File: config.mk
export PLATFORM = sky130hd
export DESIGN_NAME = usb_hid_mouse_descriptor_scan_unit
export DESIGN_NICKNAME = d
export VERILOG_FILES = /design/src/rtl/hidms_pkg.sv /design/src/rtl/usb_hid_mouse_descriptor_scan_unit.sv /design/src/rtl/hidms_scan.sv
export SDC_FILE = /design/constraint.sdc
export NUM_CORES = 1
export LEC_CHECK = 0
export ABC_AREA = 1
export BUFFER_PORTS_ARGS = -buffer_cell sky130_fd_sc_hd__buf_2
export CORE_AREA = 8 8 99 101
export CTS_BUF_LIST = sky130_fd_sc_hd__clkbuf_2 sky130_fd_sc_hd__clkbuf_4 sky130_fd_sc_hd__clkbuf_8
export DETAILED_ROUTE_END_ITERATION = 8
export DIE_AREA = 0 0 107 109
export GPL_TIMING_DRIVEN = 0
export PLACE_DENSITY = 0.74
export SLEW_MARGIN = 20
export SYNTH_ARGS = -nofsm -noshare
export SYNTH_HDL_FRONTEND = slang
export SYNTH_SLANG_ARGS = --single-unit
File: constraint.sdc
create_clock -name clk -period 7.5 [get_ports clk]
set_input_delay 0 -clock clk [delete_from_list [all_inputs] [get_ports clk]]
set_output_delay 0 -clock clk [all_outputs]
set_load 0.05 [all_outputs]
File: src/rtl/hidms_pkg.sv
// hidms_pkg: shared types and constants for the hid mouse descriptor scan
// payload structs for both channels, scan phase enum, descriptor codes
// no dependencies
`default_nettype none

package hidms_pkg;

  typedef struct packed {
    logic [7:0] data_byte;
    logic       final_byte;
  } hidms_in_t;

  typedef struct packed {
    logic        mouse_found;
    logic        endpoint_found;
    logic [3:0]  endpoint_number;
    logic [15:0] max_packet;
  } hidms_out_t;

  typedef enum logic [1:0] {
    PH_SEEK_IFACE = 2'd0,
    PH_SEEK_EP    = 2'd1,
    PH_STOPPED    = 2'd2
  } hidms_phase_t;

  // descriptor byte offsets
  localparam logic [7:0] OFS_LENGTH    = 8'd0;
  localparam logic [7:0] OFS_KIND      = 8'd1;
  localparam logic [7:0] OFS_EP_ADDR   = 8'd2;
  localparam logic [7:0] OFS_EP_ATTR   = 8'd3;
  localparam logic [7:0] OFS_PKT_LOW   = 8'd4;
  localparam logic [7:0] OFS_CLASS     = 8'd5;
  localparam logic [7:0] OFS_SUBCLASS  = 8'd6;
  localparam logic [7:0] OFS_PROTOCOL  = 8'd7;

  localparam logic [7:0] KIND_INTERFACE    = 8'd4;
  localparam logic [7:0] KIND_ENDPOINT     = 8'd5;
  localparam logic [7:0] HID_CLASS         = 8'd3;
  localparam logic [7:0] BOOT_SUBCLASS     = 8'd1;
  localparam logic [7:0] MOUSE_PROTOCOL    = 8'd2;
  localparam logic [1:0] EP_TYPE_INTERRUPT = 2'd3;
  localparam logic [7:0] IFACE_MIN_LEN     = 8'd9;
  localparam logic [7:0] EP_MIN_LEN        = 8'd7;

endpackage

`default_nettype wire

File: src/rtl/usb_hid_mouse_descriptor_scan_unit.sv
// usb_hid_mouse_descriptor_scan_unit: top level of the hid boot mouse descriptor scan
// input register, scan core and result register with valid/stall handshakes
// depends on hidms_pkg and hidms_scan
//
//  channel | direction | payload              | handshake
//  --------+-----------+----------------------+---------------------------
//  in      | sink      | hidms_in_t  in_data   | in_valid / in_stall
//  out     | source    | hidms_out_t out_data  | out_valid / out_stall
//
// one byte per cycle while in_stall is low; a result passes the input register, then the result register
// the input register feeds the scan core, whose state updates as the byte leaves it
// only a final byte waits on the result register; other bytes never stall
// in_stall rises only when a final byte is held behind a stalled, full result register
// synchronous active-high rst clears the scan state and both valid flags
`default_nettype none

module usb_hid_mouse_descriptor_scan_unit import hidms_pkg::*; (
  input  wire logic       clk,
  input  wire logic       rst,
  input  wire logic       in_valid,
  output logic            in_stall,
  input  wire hidms_in_t  in_data,
  output logic            out_valid,
  input  wire logic       out_stall,
  output hidms_out_t      out_data
);

  // input register stage
  logic       s1_valid;
  hidms_in_t  s1_data;
  logic       s1_adv;
  hidms_out_t scan_result;

  // a byte moves on unless it is a final byte facing a stalled result
  assign s1_adv   = s1_valid && (!s1_data.final_byte || !out_valid || !out_stall);
  assign in_stall = s1_valid && !s1_adv;

  always_ff @(posedge clk) begin
    if (rst) begin
      s1_valid <= 1'b0;
    end else if (!in_stall) begin
      s1_valid <= in_valid;
    end
  end

  always_ff @(posedge clk) begin
    if (in_valid && !in_stall) begin
      s1_data <= in_data;
    end
  end

  // descriptor scan state and result logic
  hidms_scan u_scan (
    .clk    (clk),
    .rst    (rst),
    .step   (s1_adv),
    .item   (s1_data),
    .result (scan_result)
  );

  // result register
  always_ff @(posedge clk) begin
    if (rst) begin
      out_valid <= 1'b0;
    end else if (s1_adv && s1_data.final_byte) begin
      out_valid <= 1'b1;
    end else if (!out_stall) begin
      out_valid <= 1'b0;
    end
  end

  always_ff @(posedge clk) begin
    if (s1_adv && s1_data.final_byte) begin
      out_data <= scan_result;
    end
  end

  a_no_overwrite: assert property (@(posedge clk) disable iff (rst)
    (out_valid && out_stall) |=> out_valid)
    else $error("pending result dropped");

  a_ep_implies_mouse: assert property (@(posedge clk) disable iff (rst)
    (out_valid && out_data.endpoint_found) |-> out_data.mouse_found)
    else $error("endpoint reported without mouse");

  a_no_ep_zero: assert property (@(posedge clk) disable iff (rst)
    (out_valid && !out_data.endpoint_found) |->
      (out_data.endpoint_number == 4'd0 && out_data.max_packet == 16'd0))
    else $error("endpoint fields nonzero without endpoint");

endmodule

`default_nettype wire

File: src/rtl/hidms_scan.sv
// hidms_scan: running descriptor scan state, one byte per step
// gives the result for the step's byte combinationally; clears on the final byte
// depends on hidms_pkg
`default_nettype none

module hidms_scan import hidms_pkg::*; (
  input  wire logic       clk,
  input  wire logic       rst,
  input  wire logic       step,
  input  wire hidms_in_t  item,
  output hidms_out_t      result
);

  hidms_phase_t phase, phase_next;
  logic [7:0]  bid, bid_next;
  logic [7:0]  len, len_next;
  logic [7:0]  kind, kind_next;
  logic        imatch, imatch_next;
  logic [7:0]  ep_addr, ep_addr_next;
  logic [7:0]  ep_attr, ep_attr_next;
  logic [7:0]  pkt_low, pkt_low_next;
  logic [1:0]  flags, flags_next;
  logic [3:0]  found_ep, found_ep_next;
  logic [15:0] found_size, found_size_next;
  logic        active;
  logic        end_hit;
  logic [7:0]  b;

  assign b = item.data_byte;

  always_comb begin
    phase_next      = phase;
    bid_next        = bid;
    len_next        = len;
    kind_next       = kind;
    imatch_next     = imatch;
    ep_addr_next    = ep_addr;
    ep_attr_next    = ep_attr;
    pkt_low_next    = pkt_low;
    flags_next      = flags;
    found_ep_next   = found_ep;
    found_size_next = found_size;
    end_hit         = 1'b0;
    active          = (phase == PH_SEEK_IFACE) || (phase == PH_SEEK_EP);
    if (active) begin
      if (bid == OFS_LENGTH && b == 8'd0) begin
        // zero length stops the scan
        phase_next = PH_STOPPED;
      end else begin
        unique case (bid)
          OFS_LENGTH: begin
            len_next    = b;
            kind_next   = 8'd0;
            imatch_next = 1'b0;
          end
          OFS_KIND:     kind_next    = b;
          OFS_EP_ADDR:  ep_addr_next = b;
          OFS_EP_ATTR:  ep_attr_next = b;
          OFS_PKT_LOW:  pkt_low_next = b;
          OFS_CLASS: begin
            imatch_next = (b == HID_CLASS);
            if (phase == PH_SEEK_EP) begin
              found_size_next = {b, pkt_low};
            end
          end
          OFS_SUBCLASS: imatch_next = imatch & (b == BOOT_SUBCLASS);
          OFS_PROTOCOL: imatch_next = imatch & (b == MOUSE_PROTOCOL);
          default: ;
        endcase
        end_hit = ({1'b0, bid} + 9'd1) >= {1'b0, len_next};
        if (end_hit) begin
          bid_next = 8'd0;
          // judge the descriptor on its last byte
          if (phase == PH_SEEK_IFACE) begin
            if (kind_next == KIND_INTERFACE && len_next >= IFACE_MIN_LEN && imatch_next) begin
              flags_next[0] = 1'b1;
              phase_next    = PH_SEEK_EP;
            end
          end else begin
            if (kind_next == KIND_ENDPOINT && len_next >= EP_MIN_LEN && ep_addr_next[7] &&
                ep_attr_next[1:0] == EP_TYPE_INTERRUPT) begin
              flags_next[1] = 1'b1;
              found_ep_next = ep_addr_next[3:0];
              phase_next    = PH_STOPPED;
            end
          end
        end else begin
          bid_next = bid + 8'd1;
        end
      end
    end
    result.mouse_found     = flags_next[0];
    result.endpoint_found  = flags_next[1];
    result.endpoint_number = flags_next[1] ? found_ep_next : 4'd0;
    result.max_packet      = flags_next[1] ? found_size_next : 16'd0;
  end

  always_ff @(posedge clk) begin
    if (rst || (step && item.final_byte)) begin
      phase  <= PH_SEEK_IFACE;
      bid    <= 8'd0;
      len    <= 8'd0;
      kind   <= 8'd0;
      imatch <= 1'b0;
      flags  <= 2'd0;
    end else if (step) begin
      phase  <= phase_next;
      bid    <= bid_next;
      len    <= len_next;
      kind   <= kind_next;
      imatch <= imatch_next;
      flags  <= flags_next;
    end
  end

  always_ff @(posedge clk) begin
    if (step) begin
      ep_addr    <= ep_addr_next;
      ep_attr    <= ep_attr_next;
      pkt_low    <= pkt_low_next;
      found_ep   <= found_ep_next;
      found_size <= found_size_next;
    end
  end

  a_ep_needs_mouse: assert property (@(posedge clk) disable iff (rst)
    flags[1] |-> flags[0])
    else $error("endpoint flag without mouse flag");

  a_seek_iface_clear: assert property (@(posedge clk) disable iff (rst)
    (phase == PH_SEEK_IFACE) |-> (flags == 2'd0))
    else $error("flags set while seeking interface");

  a_seek_ep_mouse: assert property (@(posedge clk) disable iff (rst)
    (phase == PH_SEEK_EP) |-> (flags == 2'b01))
    else $error("seeking endpoint with wrong flags");

  a_final_clears: assert property (@(posedge clk) disable iff (rst)
    (step && item.final_byte) |=> (phase == PH_SEEK_IFACE && bid == 8'd0))
    else $error("scan not cleared after final byte");

endmodule

`default_nettype wire
# After elaboration in Yosys (flattened, before gate mapping)
# Index checks and enable logic that the tools add are counted.
# Widths: inputs -> output; s select.
# totals
reg_bits	97
out_inout_bits	24
input_bits	13
word_cells	109
# op_classes
eq_ne	16
bitwise_logic	3
reduce_logical	27
n_lt_le_gt_ge	3
muxes	39
n_addsub	2
# op_table
cell	count
$mux 8	9
$mux 16	4
$eq 8x3->1 const B	6
$eq 8x2->1 const B	4
$mux 2	11
$mux 4	5
$eq 8x1->1 const B	2
$logic_not 8->1	2
$pmux 8 s2	1
$logic_and 1x1->1	10
$add 8x1->9 const B	1
$ge 9x8->1	1
$add 8x1->8 const B	1
$ge 8x3->1 const B	1
$ge 8x4->1 const B	1
$mux 1	8
$logic_not 1->1	5
$reduce_and 5->1	1
$logic_or 1x1->1	4
$pmux 1 s4	1
$reduce_and 4->1	1
$ne 3x3->1 const B	1
$reduce_and 3->1	1
$reduce_bool 3->1	1
7 further kinds	8

# Logic depth before layout (Yosys ltp)
# Gate-level depths: netlist of the first run.
# logic_depth
depth_word	13
mapped_depth	21
ltp_nobuf	20

# Modules after synthesis
# Synthesis of the first run repeated with hierarchy kept, for this count alone.
# hier_totals
hier_cells	537
hier_area_um2	4884.7
# by_module_without_submodules
module	n_inst	area_each_um2	seq_area_each_um2	cells_each
hidms_scan	1	3843.7	1631.6	487
usb_hid_mouse_descriptor_scan_unit	1	1041.0	970.9	50

# Least setup slack after synthesis of the first run
# No wires, ideal clock.
# synth_timing
path_type	register -> register
start	reg u_scan.bid[0]
end	reg out_data[18] (netlist bit), data pin
required_time_ps	7245
stages_incl_launch_ff	19
setup_time_ps	255
path_buffers	2
arrival_ps	2379
path_slack_ps	4866
synth_period_minus_slack_ps	2634
path_cell_list	dfxtp_1 > inv_1 > ha_1 > nand2_4 > nor2_8 > buf_6 > o21ai_0 > ha_1 > inv_1 > nor2_1 > nand4_1 > nor2_1 > nor2_1 > nand2_1 > nand2_4 > inv_4 > nor2_8 > buf_6 > a21oi_2
# synth_between
elab_chain_cells	13
word_cells_on_any_way	35
classes_between	add/sub (1); order compare (2); eq/ne (5); mux (22); reduce/logical (5)
# synth_rtl
element	line	text
start, declared	hidms_scan.sv:15	logic [7:0] bid, bid_next;
start signal, assigned	hidms_scan.sv:108	bid <= bid_next;
$logic_not 8->1 or $eq 8x1->1 (tied branches)	hidms_scan.sv:46, hidms_scan.sv:50	
$mux 8 or $pmux 8 s2 (tied branches)	hidms_scan.sv:50	unique case (bid)
$mux 8	hidms_scan.sv:46	if (bid == OFS_LENGTH && b == 8'd0) begin
$mux 8	hidms_scan.sv:45	if (active) begin
$ge 8x3->1 or $eq 8x3->1 (tied branches)	hidms_scan.sv:80	if (kind_next == KIND_ENDPOINT && len_next >= EP_MIN_LEN && ep_addr_next[7] &&
$logic_and 1x1->1 (3 in a row)	hidms_scan.sv:80	
$mux 4 or $mux 1 (tied branches)	hidms_scan.sv:80	
$mux 4 or $mux 1 (tied branches)	hidms_scan.sv:74	if (phase == PH_SEEK_IFACE) begin
$mux 4 or $mux 2 (tied branches)	hidms_scan.sv:71	if (end_hit) begin
$mux 4 or $mux 2 (tied branches)	hidms_scan.sv:46	
$mux 4 or $mux 2 (tied branches)	hidms_scan.sv:45	
end signal, assigned	usb_hid_mouse_descriptor_scan_unit.sv:74	out_data <= scan_result;
end, declared	usb_hid_mouse_descriptor_scan_unit.sv:25	output hidms_out_t out_data
# Several ways; a longest one is shown, not always the timed one. The select of a mux whose other input is x is not followed.
# A chain may end at the register's enable or synchronous reset.

# Final worst setup path of the first run
# layout_timing
start	reg u_scan.bid[0]
end	reg out_data[15] (netlist bit), data pin
# layout_between
elab_chain_cells	13
word_cells_on_any_way	34
classes_between	add/sub (1); order compare (2); eq/ne (6); mux (20); reduce/logical (5)
# layout_rtl
element	line
$logic_not 8->1 or $eq 8x1->1 (tied branches)	hidms_scan.sv:46, hidms_scan.sv:50
$mux 8 or $pmux 8 s2 (tied branches)	hidms_scan.sv:50
$mux 8	hidms_scan.sv:46
$mux 8	hidms_scan.sv:45
$ge 8x3->1 or $eq 8x3->1 (tied branches)	hidms_scan.sv:80
$logic_and 1x1->1 (3 in a row)	hidms_scan.sv:80
$mux 1	hidms_scan.sv:80
$mux 1	hidms_scan.sv:74
$mux 2	hidms_scan.sv:71
$mux 2	hidms_scan.sv:46
$mux 2	hidms_scan.sv:45
# Several ways; a longest one is shown, not always the timed one. The select of a mux whose other input is x is not followed.

==> flow_summary.json, run 1 <==
{
  "gp_congestion": 0.899,
  "postCtsHoldBufs": 12,
  "floorplan.io_pins": 37,
  "ys_async_sr_fraction": 0,
  "vias": 3776,
  "dp_slack_ns": 4.35,
  "layout_setup_ws_ns": 4.30,
  "initial_core_util": 0.574,
  "worst_ep_required_time_ns": 7.62,
  "vdd_drop_max_mv": 0.132,
  "fp.dieH_microns": 109,
  "global_route.usage.total": 0.191,
  "power_density_nw_per_um2": 197,
  "htree_num_levels": 3,
  "drt_iter0_drc": 228,
  "synth-compound-area-share": 0.100,
  "gr_peak_layer": "met2",
  "io_buffers": 36,
  "relSlewSlack": 0.411,
  "r2r_slack_ns": 4.30,
  "gr-usage-met3": 0.0390,
  "synth_top_cell_area_share": 0.412,
  "synth.yosys.seq_area_share": 0.541,
  "hold_slack_ns": 0.178,
  "finalHoldViolCount": 0,
  "synth.area.top_cells": "edfxtp_1, dfxtp_1, nand2_1, inv_1, o21ai_0",
  "status": "complete, no violations",
  "power_leakage_nw": 2.40,
  "post-route-period-util": 0.427,
  "type_of_the_worst_setup_path": "flop to flop",
  "sequential_cell_area_sq_um": 2600,
  "fp-row-count": 34,
  "rsz_0062_raised_after_global_routing": "false",
  "achievable-frequency_mhz": 313,
  "worst_setup_path_endpoint": "out_data[15]$_SDFFCE_PN0P_",
  "worst-r2r-cell-count": 18,
  "ctsLongestPathBuffers": 2,
  "clock_insertion_delay_worst_skew_ns": 0.37,
  "first_global_vias": 3646,
  "synth_seq_cells": 97,
  "place_hpwl_mm": 7.60,
  "syn_inst": 550,
  "timing.critical_path.from": "u_scan.bid[0]$_SDFFE_PP0P_",
  "timing_worst_slew_pin_value_ns": 0.882,
  "max_cap_violations": 0,
  "global_route.usage.met1": 0.230,
  "cts_tree": "built",
  "antenna_found_initial": 0,
  "design.die.area_sq_um": 11700,
  "worstSetupStartpointType": "flop",
  "tritoncts_num_sinks": 97,
  "maximum_number_of_pins_on_one_net_before_global_route_repair": 24,
  "postSynth.topFlopCell": "edfxtp_1",
  "detail_route.vias_per_cell": 5.23,
  "post_synth_instance_area_sq_um": 4810,
  "finalMaxSlewViolations": 0,
  "core-area_sq_um": 8380,
  "synth_cell_types": 34,
  "fillers": 693,
  "netlist_top_cells_count": "nand2_1, inv_1, edfxtp_1",
  "post_cts_resize_count": 0,
  "postCtsSetupRepairBufs": 0,
  "clock_tree.root_cell": "clkbuf_8",
  "place_inst": 694,
  "final_layout_size_suffix_gt1_frac": 0.171,
  "multiInputGateArea_sq_um": 1780,
  "final_net_count": 632,
  "post_synth_fa_ha_maj_area_fraction": 0.0260,
  "endpoint_kind": "flop",
  "worst_ep_arrival_time_ns": 3.32,
  "fp.dieW_microns": 107,
  "routedWlPerCell_microns": 14.5,
  "cts_buffers": 9,
  "layout_min_cycle_time_ns": 3.20,
  "number_of_iterations_in_the_first_detailed_routing_pass": 7,
  "worst_r2r_startpoint": "u_scan.bid[0]$_SDFFE_PP0P_",
  "worstHoldPathType": "input port to flop",
  "syn-num-nets": 573,
  "synth-simple-area-share": 0.237,
  "synthDominantAreaCellType": "edfxtp_1",
  "worstPathMaxFanout": 10,
  "overflow": 0,
  "antenna_cells_inserted": 0,
  "post_route_setup_tns_ns": 0,
  "grt_first_pass_wirelength_mm": 17.6,
  "post_layout_nonfiller_instances": 722,
  "drt.antenna.violating_nets": 0,
  "drcViolationCount": 0,
  "yosysMostFrequentCell": "nand2_1",
  "ys.warnings.count": 0,
  "synth_xor_area_frac": 0.00546,
  "cts.clk_slew.worst_paths_ns": 0.10,
  "setup_viol": 0,
  "mean_cell_area_of_the_mapped_netlist_sq_um": 8.75,
  "global_route_track_usage_on_met2": 0.334,
  "combinational_family_with_the_most_area_after_synthesis": "simple AND/OR/NAND/NOR gates",
  "synth_edf_count": 66,
  "area.growth.synth_to_final_pct": 13.4,
  "clock-skew-final_ns": 0.0184,
  "reg2reg_to": "out_data[15]$_SDFFCE_PN0P_",
  "overall_routed_net_length_mm": 10.5,
  "synth_mux_area_frac": 0
}
==> worst min path at each step <==
stage	from	to	slack (ns)	depth (start not counted)
after floorplan	rst	s1_valid$_SDFFE_PP0N_	0.07	1
after global placement	rst	s1_valid$_SDFFE_PP0N_	0.18	2
after detailed placement	in_data[6]	s1_data[6]$_DFFE_PP_	0.18	1
after CTS	in_valid	s1_data[1]$_DFFE_PP_	0.13	3
after global routing	in_valid	s1_data[0]$_DFFE_PP_	0.20	3
final	in_valid	s1_data[5]$_DFFE_PP_	0.18	3
==> worst max-delay path, cell delays in order (launching register included) <==
cell,delay (ns)
dfxtp_1,0.45
inv_1,0.12
ha_1,0.27
nand2_4,0.13
nor2_8,0.06
buf_6,0.14
o21ai_0,0.36
ha_1,0.32
inv_1,0.05
nor2_1,0.04
nand4_1,0.08
nor2_1,0.05
nor2_1,0.08
nand2_1,0.19
nand2_4,0.18
inv_4,0.07
nor2_8,0.11
buf_6,0.19
nor2_2,0.07
==> per-stage QoR <==
step / area (sq um) / power (mW) / utilization
after floorplan: 4810 / 0.687 / -
after global placement: 5130 / 0.714 / 0.612
after detailed placement: 5130 / 0.717 / 0.612
after CTS: 5460 / 1.08 / 0.651
after global routing: 5460 / 1.11 / 0.651
final: 5460 / 1.07 / 0.651
==> state kept, by name (all words and copies together) (netlist names) <==
name               count
u_scan.len             8
u_scan.ep_addr         5
u_scan.found_size     16
out_valid              1
u_scan.pkt_low         8
s1_data                9
u_scan.imatch          1
out_data              22
u_scan.kind            8
u_scan.flags           2
u_scan.bid             8
u_scan.phase           2
u_scan.found_ep        4
u_scan.ep_attr         2
s1_valid               1
==> metal layers <==
metal,wire length (microns),part of all wire
met1,4420,0.42
met2,5200,0.50
met3,640,0.061
met4,231,0.022
met5,0,0
==> kinds of logic (layout without fill, tap and decap cells) <==
| group | after synthesis | after routing |
|---|---|---|
| AOI/OAI and AO/OA | 91 | 91 |
| adders and majority gates | 10 | 10 |
| xor gates and xnor gates | 3 | 3 |
| buffers and inverters | 104 | 168 |
| DFF | 97 | 97 |
| and+or+nand+nor | 245 | 245 |
==> report_power, final <==
group          internal (mW)  total, mW  leakage (nW)  switching [mW]
logic                 0.0344      0.111          1.42          0.0762
clock network          0.161      0.363         0.105           0.202
registers              0.589      0.600         0.871          0.0110
==> cell type report <==
cell class,instances,area share
multi-input cells,349,0.325
repair buffers,48,0.0550
clock inverters,7,0.0160
inverters,90,0.0624
clock buffers,9,0.0227
plain buffers,14,0.0170
flip-flops and latches,97,0.477
well taps,108,0.0248
==> layout by cell type (no fill, tap or decap), drive strengths merged <==
cell type / instances
bufinv: 1
nand3b: 1
dfxtp: 31
nand3: 25
a211oi: 2
nand4: 5
nor3: 4
o22ai: 1
ha: 10
dlygate4sd3: 12
buf: 44
a21oi: 33
o21ai: 50
inv: 93
nand2: 135
a31oi: 5
clkbuf: 15
or2: 1
nor4: 1
nor2: 73
xor2: 3
clkinvlp: 1
edfxtp: 66
clkinv: 2
No activity file was read; power rests on OpenSTA's default activity.
==> inputs of run 2 (changes only) <==
Clock period 7.5 ns to 3.3 ns, I/O delays scaled along.
==> flow_summary.json, run 2 (synthesis results as in run 1) <==
{
  "antenna_cells_inserted": 0,
  "global_route_track_usage_on_met2": 0.334,
  "io_buffers": 36,
  "worst-path-buf-inv": 4,
  "slowest_stage": "nor2_1",
  "critical_path.top_delay_family": "simple AND/OR/NAND/NOR gates",
  "global_route.usage.total": 0.191,
  "type_of_the_worst_setup_path": "flop to flop",
  "registers.top_by_ff_count": "out_data",
  "worst_setup_path_endpoint": "u_scan.pkt_low[0]$_DFFE_PP_",
  "post_layout_nonfiller_instances": 722,
  "clock-skew-final_ns": 0.0183,
  "postPlaceCellArea_sq_um": 5130,
  "r2r_slack_ns": 0.33,
  "worst_ep_arrival_time_ns": 2.98,
  "power_leakage_nw": 2.39,
  "cts_buffers": 9,
  "achievable-frequency_mhz": 336,
  "routedWlPerCell_microns": 14.6,
  "initial_core_util": 0.574,
  "reg2reg_to": "u_scan.pkt_low[0]$_DFFE_PP_",
  "vias": 3772,
  "worstHoldPathType": "input port to flop",
  "floorplan.io_pins": 37,
  "post_route_setup_tns_ns": 0,
  "cp_num_cells": 11,
  "hold_path_depth": 3,
  "design.die.area_sq_um": 11700,
  "gr_peak_layer": "met2",
  "overall_routed_net_length_mm": 10.5,
  "overflow": 0,
  "rsz_0062_raised_after_global_routing": "false",
  "core-area_sq_um": 8380,
  "area.growth.synth_to_final_pct": 13.7,
  "vdd_drop_max_mv": 0.303,
  "htree_num_levels": 3,
  "place_inst": 694,
  "finish.instance_area_sq_um": 5470,
  "hold_slack_ns": 0.176,
  "relSlewSlack": 0.413,
  "place_hpwl_mm": 7.60,
  "grt_first_pass_wirelength_mm": 17.6,
  "layout_commonest_cell": "nand2_1",
  "setup_viol": 0,
  "largest_reg_flops": 22,
  "final_net_count": 632,
  "finalHoldViolCount": 0,
  "reg_top3": "out_data x22, u_scan.found_size x16, s1_data x9",
  "gr-usage-met3": 0.0390,
  "cts.clk_slew.worst_paths_ns": 0.10,
  "power_density_nw_per_um2": 446,
  "worst_r2r_startpoint": "u_scan.bid[1]$_SDFFE_PP0P_",
  "maximum_number_of_pins_on_one_net_before_global_route_repair": 24,
  "post-route-period-util": 0.901,
  "clock_insertion_delay_worst_skew_ns": 0.37,
  "drt_iter0_drc": 233,
  "layout_min_cycle_time_ns": 2.97,
  "crit_chain": "inv_1 -> ha_1 -> nand2_4 -> inv_1 -> nand2_2 -> buf_6 -> nor3_2 -> nor2_1 -> clkbuf_1 -> nand3_1 -> nor2_1",
  "number_of_iterations_in_the_first_detailed_routing_pass": 5,
  "global_route.usage.met1": 0.230,
  "slowest_delay_ns": 0.56,
  "tritoncts_num_sinks": 97,
  "fp-row-count": 34,
  "timing_worst_slew_pin_value_ns": 0.879,
  "clock_tree.root_cell": "clkbuf_8",
  "first_global_vias": 3646,
  "ctsLongestPathBuffers": 2,
  "worst_ep_required_time_ns": 3.30,
  "drt.antenna.violating_nets": 0,
  "timing.critical_path.from": "u_scan.bid[1]$_SDFFE_PP0P_",
  "worstPathMaxFanout": 10,
  "antenna_found_initial": 0,
  "endpoint_kind": "flop",
  "final_layout_size_suffix_gt1_frac": 0.178,
  "status": "complete, no violations",
  "drcViolationCount": 0,
  "worstSetupStartpointType": "flop",
  "finalMaxSlewViolations": 0,
  "fp.dieH_microns": 109,
  "fp.dieW_microns": 107,
  "gp_congestion": 0.899,
  "cts_tree": "built",
  "postCtsSetupRepairBufs": 0,
  "worst-r2r-cell-count": 11,
  "detail_route.vias_per_cell": 5.22,
  "max_cap_violations": 0,
  "mostFrequentLayoutCells": "nand2_1, inv_1, edfxtp_1"
}
run 2: cell types whose count changed in the layout (fill, tap and decap cells not counted):
cell	delta
ha_1	-1
dfxtp_2	+1
nor4_2	+1
o21ai_0	-2
dfxtp_1	-1
nand2_1	-1
o21ai_1	+2
nor4_1	-1
ha_2	+1
nand2_2	+1
run 2: through the flow:
step	worst slack, ns	total power [mW]	util
final	0.325	2.44	0.653
after detailed placement	0.153	1.63	0.612
after CTS	0.114	2.45	0.651
after global placement	0.195	1.62	0.612
after global routing	0.0359	2.52	0.653
after floorplan	0.666	1.56	-
run 2: cell type report:
class | instances | area [sq um]
tap | 108 | 135
sequential | 97 | 2600
timing repair buffer | 48 | 300
fill | 692 | 2910
inverter | 90 | 340
buffer | 14 | 92.6
multi-input combinational | 349 | 1790
clock buffer | 9 | 124
clock inverter | 7 | 87.6
run 2: what timing repair did:
item | 4_1_cts | 5_1_grt
endpoints found under the setup margin | 0 | 29
hold buffers | 12 | 0
resized for setup | 0 | 6
endpoints found under the hold margin | 11 | 0
run 2: worst register-to-register path: cells and delay by family, from the launching register on:
kind	cells	cell delay [ns]
flops	1	0.44
simple gates	6	1.16
fa+ha+maj	1	0.25
buf+inv	4	0.76
run 2: power breakdown:
group / switching (mW) / internal [mW]
combinational: 0.174 / 0.0785
sequential: 0.0252 / 1.34
clock: 0.459 / 0.366
run 2: how the worst min path moves through the flow:
stage	from	endpoint	slack (ns)
after floorplan	rst	s1_valid$_SDFFE_PP0N_	0.07
after global placement	rst	s1_valid$_SDFFE_PP0N_	0.18
after detailed placement	in_data[6]	s1_data[6]$_DFFE_PP_	0.18
after CTS	in_valid	s1_data[1]$_DFFE_PP_	0.13
after global routing	in_valid	s1_data[0]$_DFFE_PP_	0.20
final	in_valid	s1_data[5]$_DFFE_PP_	0.18
run 2: layer usage:
| metal | part of all wire | wire (microns) | vias up |
|---|---|---|---|
| met1 | 0.42 | 4460 | 1752 |
| met4 | 0.022 | 227 | 0 |
| met5 | 0 | 0 | - |
| li1 | - | - | 1892 |
| met2 | 0.49 | 5210 | 112 |
| met3 | 0.060 | 627 | 16 |
